<file path="src/rtl/core/lras_pkg.sv">
// shared types and constants for the line rasterizer
`default_nettype none
package lras_pkg;

  localparam int COORD_BITS   = 6;
  localparam int CANVAS_BITS  = 7;
  localparam int CFG_IDX_BITS = 1;
  localparam int ERR_BITS     = COORD_BITS + 3;

  localparam logic [CANVAS_BITS-1:0] CANVAS_WIDTH_RST  = CANVAS_BITS'(60);
  localparam logic [CANVAS_BITS-1:0] CANVAS_HEIGHT_RST = CANVAS_BITS'(30);

  localparam logic [CFG_IDX_BITS-1:0] REG_CANVAS_WIDTH  = CFG_IDX_BITS'(0);
  localparam logic [CFG_IDX_BITS-1:0] REG_CANVAS_HEIGHT = CFG_IDX_BITS'(1);

  typedef struct packed {
    logic [COORD_BITS-1:0] start_x;
    logic [COORD_BITS-1:0] start_y;
    logic [COORD_BITS-1:0] end_x;
    logic [COORD_BITS-1:0] end_y;
  } lras_in_t;

  typedef struct packed {
    logic [COORD_BITS-1:0] pixel_x;
    logic [COORD_BITS-1:0] pixel_y;
    logic                  inside_res;
    logic                  last_pixel;
  } lras_out_t;

  typedef struct packed {
    logic load;
    logic step;
  } lras_cmd_t;

  typedef struct packed {
    logic last;
  } lras_sts_t;

endpackage
`default_nettype wire

</file>
<file path="src/rtl/core/lras_ctrl.sv">
// controller state machine for the line rasterizer
`default_nettype none
module lras_ctrl (
  input  wire logic               clk,
  input  wire logic               rst,
  input  wire logic               in_valid,
  output logic                    in_ready,
  output logic                    out_valid,
  input  wire logic               out_ready,
  input  wire lras_pkg::lras_sts_t sts,
  output lras_pkg::lras_cmd_t     cmd
);

  typedef enum logic [1:0] {
    ST_IDLE = 2'b01,
    ST_RUN  = 2'b10
  } state_t;

  state_t state, state_next;

  always_ff @(posedge clk) begin
    if (rst) begin
      state <= ST_IDLE;
    end else begin
      state <= state_next;
    end
  end

  always_comb begin
    state_next = state;
    in_ready   = 1'b0;
    out_valid  = 1'b0;
    cmd.load   = 1'b0;
    cmd.step   = 1'b0;
    case (state)
      ST_IDLE: begin
        in_ready = 1'b1;
        if (in_valid) begin
          cmd.load   = 1'b1;
          state_next = ST_RUN;
        end
      end
      ST_RUN: begin
        out_valid = 1'b1;
        if (out_ready) begin
          if (sts.last) begin
            state_next = ST_IDLE;
          end else begin
            cmd.step = 1'b1;
          end
        end
      end
      default: begin
        state_next = ST_IDLE;
      end
    endcase
  end

endmodule
`default_nettype wire

</file>
<file path="src/rtl/core/lras_dpath.sv">
// error-term datapath and canvas registers for the line rasterizer
`default_nettype none
module lras_dpath (
  input  wire logic                                 clk,
  input  wire logic                                 rst,
  input  wire logic                                 cfg_we,
  input  wire logic [lras_pkg::CFG_IDX_BITS-1:0]    cfg_index,
  input  wire logic [lras_pkg::CANVAS_BITS-1:0]     cfg_data,
  input  wire lras_pkg::lras_in_t                   in_data,
  input  wire lras_pkg::lras_cmd_t                  cmd,
  output lras_pkg::lras_sts_t                       sts,
  output lras_pkg::lras_out_t                       out_data
);

  localparam int CB = lras_pkg::COORD_BITS;
  localparam int EB = lras_pkg::ERR_BITS;

  logic [lras_pkg::CANVAS_BITS-1:0] canvas_width;
  logic [lras_pkg::CANVAS_BITS-1:0] canvas_height;

  logic [CB-1:0]        cx, cy, ex, ey, dx, ady;
  logic                 sx, sy;
  logic signed [EB-1:0] err;

  logic [CB-1:0]        dx_in, dy_in;
  logic signed [EB-1:0] dx_s, dy_s, err_a, err_next;
  logic signed [EB:0]   e2;
  logic                 x_step, y_step;
  logic                 last;

  always_ff @(posedge clk) begin
    if (rst) begin
      canvas_width  <= lras_pkg::CANVAS_WIDTH_RST;
      canvas_height <= lras_pkg::CANVAS_HEIGHT_RST;
    end else if (cfg_we) begin
      case (cfg_index)
        lras_pkg::REG_CANVAS_WIDTH:  canvas_width  <= cfg_data;
        lras_pkg::REG_CANVAS_HEIGHT: canvas_height <= cfg_data;
        default: ;
      endcase
    end
  end

  // endpoint deltas at load
  always_comb begin
    dx_in = (in_data.end_x > in_data.start_x) ? in_data.end_x - in_data.start_x
                                              : in_data.start_x - in_data.end_x;
    dy_in = (in_data.end_y > in_data.start_y) ? in_data.end_y - in_data.start_y
                                              : in_data.start_y - in_data.end_y;
  end

  // one bresenham step
  always_comb begin
    dx_s     = signed'(EB'(dx));
    dy_s     = -signed'(EB'(ady));
    e2       = signed'({err, 1'b0});
    x_step   = (e2 >= dy_s);
    y_step   = (e2 <= dx_s);
    err_a    = x_step ? err + dy_s : err;
    err_next = y_step ? err_a + dx_s : err_a;
  end

  always_ff @(posedge clk) begin
    if (cmd.load) begin
      cx  <= in_data.start_x;
      cy  <= in_data.start_y;
      ex  <= in_data.end_x;
      ey  <= in_data.end_y;
      dx  <= dx_in;
      ady <= dy_in;
      sx  <= (in_data.start_x < in_data.end_x);
      sy  <= (in_data.start_y < in_data.end_y);
      err <= signed'(EB'(dx_in)) - signed'(EB'(dy_in));
    end else if (cmd.step) begin
      err <= err_next;
      if (x_step) begin
        cx <= sx ? cx + CB'(1) : cx - CB'(1);
      end
      if (y_step) begin
        cy <= sy ? cy + CB'(1) : cy - CB'(1);
      end
    end
  end

  assign last     = (cx == ex) && (cy == ey);
  assign sts.last = last;

  always_comb begin
    out_data.pixel_x    = cx;
    out_data.pixel_y    = cy;
    out_data.inside_res = (lras_pkg::CANVAS_BITS'(cx) < canvas_width) &&
                          (lras_pkg::CANVAS_BITS'(cy) < canvas_height);
    out_data.last_pixel = last;
  end

endmodule
`default_nettype wire

</file>
<file path="src/rtl/core/line_rasterizer.sv">
// top level of the bresenham line rasterizer
`default_nettype none
// Accepts one line request (two endpoints) when idle and emits its pixels from
// start to end, one per cycle while out_ready is high, the final one flagged
// last_pixel. A line of max(|dx|,|dy|)+1 pixels is taken in with a load step and
// then holds the block until its last pixel is taken; the single error-term update
// step sets the one-pixel-per-cycle pace. inside_res compares each pixel with the canvas
// width and height registers, which are written through the cfg port.
module line_rasterizer (
  input  wire logic                              clk,
  input  wire logic                              rst,
  input  wire logic                              cfg_we,
  input  wire logic [lras_pkg::CFG_IDX_BITS-1:0] cfg_index,
  input  wire logic [lras_pkg::CANVAS_BITS-1:0]  cfg_data,
  input  wire logic                              in_valid,
  output logic                                   in_ready,
  input  wire lras_pkg::lras_in_t                in_data,
  output logic                                   out_valid,
  input  wire logic                              out_ready,
  output lras_pkg::lras_out_t                    out_data
);

  lras_pkg::lras_cmd_t cmd;
  lras_pkg::lras_sts_t sts;

  lras_ctrl u_ctrl (
    .clk       (clk),
    .rst       (rst),
    .in_valid  (in_valid),
    .in_ready  (in_ready),
    .out_valid (out_valid),
    .out_ready (out_ready),
    .sts       (sts),
    .cmd       (cmd)
  );

  lras_dpath u_dpath (
    .clk       (clk),
    .rst       (rst),
    .cfg_we    (cfg_we),
    .cfg_index (cfg_index),
    .cfg_data  (cfg_data),
    .in_data   (in_data),
    .cmd       (cmd),
    .sts       (sts),
    .out_data  (out_data)
  );

  a_excl: assert property (@(posedge clk) disable iff (rst) !(in_ready && out_valid))
    else $error("input and output sides active together");

  a_start: assert property (@(posedge clk) disable iff (rst)
    (in_valid && in_ready) |=> out_valid)
    else $error("no pixel after accepted request");

  a_done: assert property (@(posedge clk) disable iff (rst)
    (out_valid && out_ready && out_data.last_pixel) |=> in_ready)
    else $error("not idle after last pixel");

  a_hold: assert property (@(posedge clk) disable iff (rst)
    (out_valid && !out_ready) |=> $stable(out_data.pixel_x) && $stable(out_data.pixel_y))
    else $error("pixel moved while stalled");

endmodule
`default_nettype wire

</file>
<file path="config.mk">
export PLATFORM = sky130hd
export DESIGN_NAME = line_rasterizer
export DESIGN_NICKNAME = d
export VERILOG_FILES = /design/src/rtl/core/lras_pkg.sv /design/src/rtl/core/lras_ctrl.sv /design/src/rtl/core/lras_dpath.sv /design/src/rtl/core/line_rasterizer.sv
export SDC_FILE = /design/constraint.sdc
export NUM_CORES = 1
export LEC_CHECK = 0
export BUFFER_PORTS_ARGS = -buffer_cell sky130_fd_sc_hd__buf_2
export CAP_MARGIN = 20
export CORE_ASPECT_RATIO = 0.9
export CORE_MARGIN = 2
export CORE_UTILIZATION = 52
export DETAILED_ROUTE_END_ITERATION = 7
export PLACE_DENSITY = 0.74
export SLEW_MARGIN = 20
export SYNTH_ARGS = -nofsm -noshare
export SYNTH_HDL_FRONTEND = slang
export SYNTH_SLANG_ARGS = --single-unit
</file>
<file path="constraint.sdc">
create_clock -name clk -period 4.5 [get_ports clk]
set_input_delay 0.45 -clock clk [delete_from_list [all_inputs] [get_ports clk]]
set_output_delay 0.45 -clock clk [all_outputs]
set_load 0.02 [all_outputs]
</file>
# Word level (Yosys, flattened, before mapping)
# Index checks and enable logic that the tools add are counted.
classes:
  add_sub_neg: 12
  order_cmp: 8
  n_eq_ne: 7
  muxes: 25
  bitwise: 1
  reduce_logical: 10
op_table:
  columns: ["cell", "count"]
  rows:
  - ["6-bit 2-to-1 mux", 10]
  - ["9-bit 2-to-1 mux", 4]
  - ["6-bit subtractor", 4]
  - ["6-bit by 7-bit < comparator with 1-bit output", 2]
  - ["6-bit by 1-bit adder with 6-bit output, second input constant", 2]
  - ["6-bit == test", 2]
  - ["6-bit greater-than comparator", 2]
  - ["6-bit < comparator", 2]
  - ["6-bit by 1-bit subtractor with 6-bit output, second input constant", 2]
  - ["10-bit by 9-bit >= comparator with 1-bit output", 1]
  - ["10-bit by 7-bit <= comparator with 1-bit output", 1]
  - ["9-bit by 7-bit adder with 9-bit output", 1]
  - ["9-bit adder", 1]
  - ["6-bit negation with 9-bit output", 1]
  - ["2-bit AND reduction", 4]
  - ["1-bit 2-to-1 mux", 7]
  - ["6-bit by 6-bit subtractor with 7-bit output", 1]
  - ["2-bit 2-to-1 mux", 3]
  - ["2-bit != test, second input constant", 3]
  - ["2-bit nonzero test", 3]
  - ["2-bit case mux with 2 select lines", 1]
  - ["3-bit AND reduction", 1]
  - ["2-bit by 1-bit == test with 1-bit output, second input constant", 1]
  - ["2-bit == test, second input constant", 1]
  - ["other kinds (2)", 3]
totals:
  reg_bits: 63
  out_inout_bits: 16

# Longest topological paths before layout
logic_depth:
  ltp_word: 7
  depth_mapped: 22

# Modules after synthesis
# Synthesis repeated with hierarchy kept, for this count alone.
unflattened:
  cells_unflattened: 545
  hier_area_um2: 5303.8
by_module_without_submodules:
  columns: ["module", "n_inst", "cells_per_inst", "area_per_inst_um2", "seq_area_each_um2"]
  rows:
  - ["lras_dpath", 1, 534, 5210.0, 1691.6]
  - ["lras_ctrl", 1, 11, 93.8, 40.0]

# Worst setup path after synthesis
# No wires, ideal clock.
synth_path:
  kind: "register -> register"
  start: "register u_dpath.ady[0]"
  end: "register u_dpath.err[7] (data pin)"
  setup_ps: 307
  arrival_time_ps: 3956
  t_required_ps: 4193
  slack_ps: 236
  stages_incl_launch_ff: 23
  path_buffers: 1
  period_less_slack_ps: 4264
  cell_sequence: "edfxtp_1 inv_1 ha_1 nor3b_1 xnor2_1 inv_1 ha_1 nand4_1 or2_0 o221ai_2 a21boi_4 buf_4 nor2_1 a21oi_1 ha_1 a21o_1 a21oi_1 nor2b_1 o21a_1 o21a_1 o211a_1 xor2_1 o21ai_0"
synth_between:
  elab_chain_cells: 7
  word_cells_on_any_way: 8
synth_rtl:
  columns: ["item", "line", "source"]
  rows:
  - ["from (decl)", "lras_dpath.sv:21", "logic [CB-1:0] cx, cy, ex, ey, dx, ady;"]
  - ["from (signal assigned)", "lras_dpath.sv:70", "ady <= dy_in;"]
  - ["6-bit negation with 9-bit output *", "lras_dpath.sv:55", "dy_s = -signed'(EB'(ady));"]
  - ["9-bit adder or 10-bit by 9-bit >= comparator with 1-bit output (tied branches)", "lras_dpath.sv:59, lras_dpath.sv:57", null]
  - ["9-bit 2-to-1 mux *", "lras_dpath.sv:59", "err_a = x_step ? err + dy_s : err;"]
  - ["9-bit by 7-bit adder with 9-bit output", "lras_dpath.sv:60", "err_next = y_step ? err_a + dx_s : err_a;"]
  - ["9-bit 2-to-1 mux *", "lras_dpath.sv:60", null]
  - ["9-bit 2-to-1 mux *", "lras_dpath.sv:74", "end else if (cmd.step) begin"]
  - ["9-bit 2-to-1 mux *", "lras_dpath.sv:64", "if (cmd.load) begin"]
  - ["to (signal assigned)", "lras_dpath.sv:73", "err <= signed'(EB'(dx_in)) - signed'(EB'(dy_in));"]
  - ["to (signal assigned)", "lras_dpath.sv:75", "err <= err_next;"]
  - ["to (decl)", "lras_dpath.sv:23", "logic signed [EB-1:0] err;"]
# Every way passes the cells marked *; elsewhere a longest branch is shown, timed or not. The select of a mux whose other input is x is not followed.
# A chain may end at the register's enable or synchronous reset.

# Final worst setup path
layout_path:
  start: "register u_dpath.ady[2]"
  end: "register u_dpath.err[7] (data pin)"
# The elaborated chain is that of the path after synthesis.

==> results.md <==
Worst hold path:
- The path class of the tightest hold or removal check is in -> reg.

GRT:
- The pin count of the biggest net entering global routing is 34.
- For this run the aggregate overflow at the end of global routing stands at 0.
- The number of global-route vias before repair is 4128.
- The initial antenna violation count is 0.
- The first global-routing pass estimated 20200 um of wire.
- Global routing used 24.0% of the available tracks.

Outcome:
- The flow ran to the end, and the final reports show no timing, DRC or antenna violations.

Synth:
- Of all flip-flops after synthesis, the portion carrying an async set or reset was 0%.
- The number of nets produced by synthesis is 668.
- The number of synthesis warnings is 0.
- The most used flip-flop cell after synthesis is sky130_fd_sc_hd__edfxtp_1.
- The mapped netlist covers around 5300 um2.
- The top cell type by area accounts for 26.7% of the synthesized area.
- The number of flip-flops and latches in the synthesized netlist is 63.
- Yosys mapped the design onto 53 distinct sky130hd cell types.
- The cell type with the highest aggregate area in the netlist is sky130_fd_sc_hd__edfxtp_1.
- The commonest cells after synthesis are sky130_fd_sc_hd__ha_1 (76), sky130_fd_sc_hd__inv_1 (76), sky130_fd_sc_hd__edfxtp_1 (47).
- Of the synthesized area, sequential elements account for 32.7%.
- The average instance area after synthesis is between 9 and 10 um2.
- Ranked by total cell area, the synthesized netlist is headed by sky130_fd_sc_hd__edfxtp_1 (27%), sky130_fd_sc_hd__ha_1 (18%), sky130_fd_sc_hd__dfxtp_1 (6.1%), sky130_fd_sc_hd__xnor2_1 (6.0%), sky130_fd_sc_hd__inv_1 (5.4%).
- The gate count of the mapped netlist is around 550.
- In this run, synthesis inferred 47 flip-flops with an integrated enable.

Timing:
- Across all hold checks on the routed design, the worst slack comes to roughly 330 ps.
- The number of max-slew violations in the final report is 0.
- For the finished layout, the period the worst path requires is 4350 ps.
- The worst-case headroom to the max-slew limit is 24.5%.
- The final worst-path cycle share is 96.7%.
- Setup repair after global routing could not meet its margin everywhere.
- Setup total negative slack on the finished layout was measured at 0 ps.
- The setup skew after layout is between 7 and 8 ps.
- The measured slew at the worst slew-check pin is 1130 ps.
- Based on the critical path, the design can be clocked at up to 230 MHz.
- The total count of hold-check failures in the final report is 0.
- Setup violations remaining at the end of the flow were counted as 0.

Critical path:
- At the worst endpoint, the required time is about 4500 ps.
- The kind of critical path is reg -> reg.
- The critical path capture point type is a register.
- Setup slack on the worst reg-to-reg path comes out at 150 ps.
- The highest fanout seen on the critical path is 5.
- The nature of the critical path startpoint is a register.
- The data arrival at the endpoint of the critical path is 4390 ps.

Power:
- The share of total power dissipated in sequential elements is 25.7%.
- The final total power is 3.45 mW.
- The total net switching power is between 1 and 1.5 mW.
- The power density of the placed cells is about 550 nW/um2.
- The maximum resistive drop on vdd is approximately 220 uV.
- The share of total power consumed by net switching is 38.8%.
- The internal power consumption is 2.11 mW.
- The share of total power in the clock network is 22.5%.
- The part of the power in combinational logic is roughly half.
- The leakage power is between 2 and 3 nW.

Routing:
- In the routed layout, each cell is associated on average with a via count of between 5 and 6.
- The number of nets with antenna violations after detailed routing is 0.
- The sum of routed wire length over all layers is 12400 um.
- The post-detailed-route wirelength per cell is 16.6 um.
- The detailed router finished its first iteration with 268 violations.
- The total number of vias is 4212.
- The number of iterations in the first detailed-routing pass is 4.
- In the routed design, unresolved DRC markers number 0.

Clock tree:
- TritonCTS created 9 clock buffers.
- The clock sink count is 63.
- No sink is reached through more buffers than the 2 on the longest clock path.
- The clock transition at the register clock pins on the worst setup and hold paths after CTS is approximately 60 ps.
- The clock tree from TritonCTS is built.
- Buffers inserted to repair hold after CTS numbered 0.
- The root buffer selected by CTS is sky130_fd_sc_hd__clkbuf_16.
- The number of levels in the clock H-tree is 3.
- The insertion delay of the later-clocked pin in the worst-skew pair is 330 ps.

Placed design:
- The HPWL after detailed placement is 9570 um.
- The placed instance area is 5730 um2.
- In this run the tool buffered the top-level ports with 52 buffer cells.
- The final estimated routing congestion in global placement is 0.905.

Finish:
- After routing the design area is 6220 um2.
- For this run, the share of the core covered by cells in the final layout is a little under two thirds.
- Compared with the post-synthesis result, the final layout area differs by 17.4%.
- The antenna diode count is 0.
- The net count of the finished layout is 737.
- In the final layout, the share of cells above drive strength 1 is 19.2%.

Floorplanning:
- The area of the die is roughly 11000 um2.
- Measured along the y axis, the die boundary spans between 90 and 100 um.
- 53 I/O pins were placed.
- For this configuration, the core starts out at a cell density of 54.1%.
- Row generation in the floorplan step produced 34 rows.
- The overall die width is 110 um.
- The placeable core area is 9780 um2.

Run:
- The max-capacitance violation count is 0.
-- cells in the final DEF, fill, tap and decap left out, drive strengths merged, types with 14 or more instances in the layout --
master  synthesis  routed
a21o           16      16
a21oi          45      45
buf             3      67
dfxtp          16      16
edfxtp         47      47
ha             76      76
inv            76      78
nand2          32      32
nor2           25      25
nor2b          14      14
o21ai          25      25
xnor2          36      36
-- path summary, 6_finish.rpt --
| path | from | endpoint | depth (start not counted) |
|---|---|---|---|
| setup / recovery | u_dpath.ady[2] | u_dpath.err[7] | 21 |
| hold / removal | in_data[4] | u_dpath.ey[4] | 1 |
| setup reg to reg | u_dpath.ady[2] | u_dpath.err[7] | 21 |
| hold reg to reg | u_dpath.canvas_height[0] | u_dpath.canvas_height[0] | 2 |
-- power by group through the flow --
stage	logic, mW	registers, mW	clock network [mW]
3_5_place_dp	1.61	0.891	0
4_1_cts	1.64	0.881	0.784
6_report	1.78	0.885	0.776
3_3_place_gp	1.55	0.888	0
2_1_floorplan	1.24	0.870	0
5_1_grt	1.99	0.898	0.811
-- per-layer routing --
metal / wire length (um) / GRT usage, %
met1: 5820 / 35.3
met2: 5730 / 36.9
met3: 676 / 3.21
met4: 169 / 7.12
met5: 0 / 0
-- flip-flops by register name, indices dropped and copies added (netlist names) --
register	flops
u_ctrl.state	2
u_dpath.ady	6
u_dpath.canvas_height	7
u_dpath.canvas_width	7
u_dpath.cx	6
u_dpath.cy	6
u_dpath.dx	6
u_dpath.err	9
u_dpath.ex	6
u_dpath.ey	6
u_dpath.sx	1
u_dpath.sy	1
-- area by class of cell --
type / count / area [um2]
fillers: 777 / 3570
multi-input cells: 398 / 3320
flip-flops and latches: 63 / 1730
repair buffers: 67 / 380
inverters: 76 / 285
clock buffers: 11 / 275
well taps: 126 / 158
clock inverters: 5 / 67.6
-- per-stage QoR --
step / setup WS [ps] / std cells
after floorplan: 236 / 546
after global placement: 147 / 723
after detailed placement: -70.9 / 723
after CTS: 10.0 / 739
after global routing: -181 / 746
final: 150 / 746
-- critical path, stage by stage (launching register included) --
cell                       delay (ps)
sky130_fd_sc_hd__edfxtp_1         450
sky130_fd_sc_hd__nor3_1           260
sky130_fd_sc_hd__nand2_1          140
sky130_fd_sc_hd__xor2_2           180
sky130_fd_sc_hd__inv_1             70
sky130_fd_sc_hd__ha_1             310
sky130_fd_sc_hd__nand4_1          100
sky130_fd_sc_hd__or2_1            220
sky130_fd_sc_hd__o221ai_2         220
sky130_fd_sc_hd__a21boi_4         250
sky130_fd_sc_hd__buf_8            130
sky130_fd_sc_hd__nor2_1            50
sky130_fd_sc_hd__a21oi_2          180
sky130_fd_sc_hd__ha_1             270
sky130_fd_sc_hd__a21o_1           180
sky130_fd_sc_hd__a21oi_2          160
sky130_fd_sc_hd__nor2b_1           80
sky130_fd_sc_hd__o21a_1           180
sky130_fd_sc_hd__o21a_1           180
sky130_fd_sc_hd__o211a_1          210
sky130_fd_sc_hd__xor2_1           160
sky130_fd_sc_hd__o21ai_0           90
-- cells by family (layout without fill, tap and decap cells) --
kind of cell	Yosys count	after routing	share of synthesized area [%]
flops	63	63	32.7
compound gates	128	128	16.4
mux	23	23	4.68
fa+ha+maj	85	85	21.4
buf+inv	85	159	6.17
xor+xnor	47	47	7.78
simple gates	115	115	10.9
-- timing repair --
action                                  4_1_cts  5_1_grt
gates resized for setup                       2       19
cloned                                        0        0
endpoints found under the setup margin        2        5
pin swaps                                     0        3
setup buffers                                 0        7
Note: power is estimated with default switching activity, not from simulation.
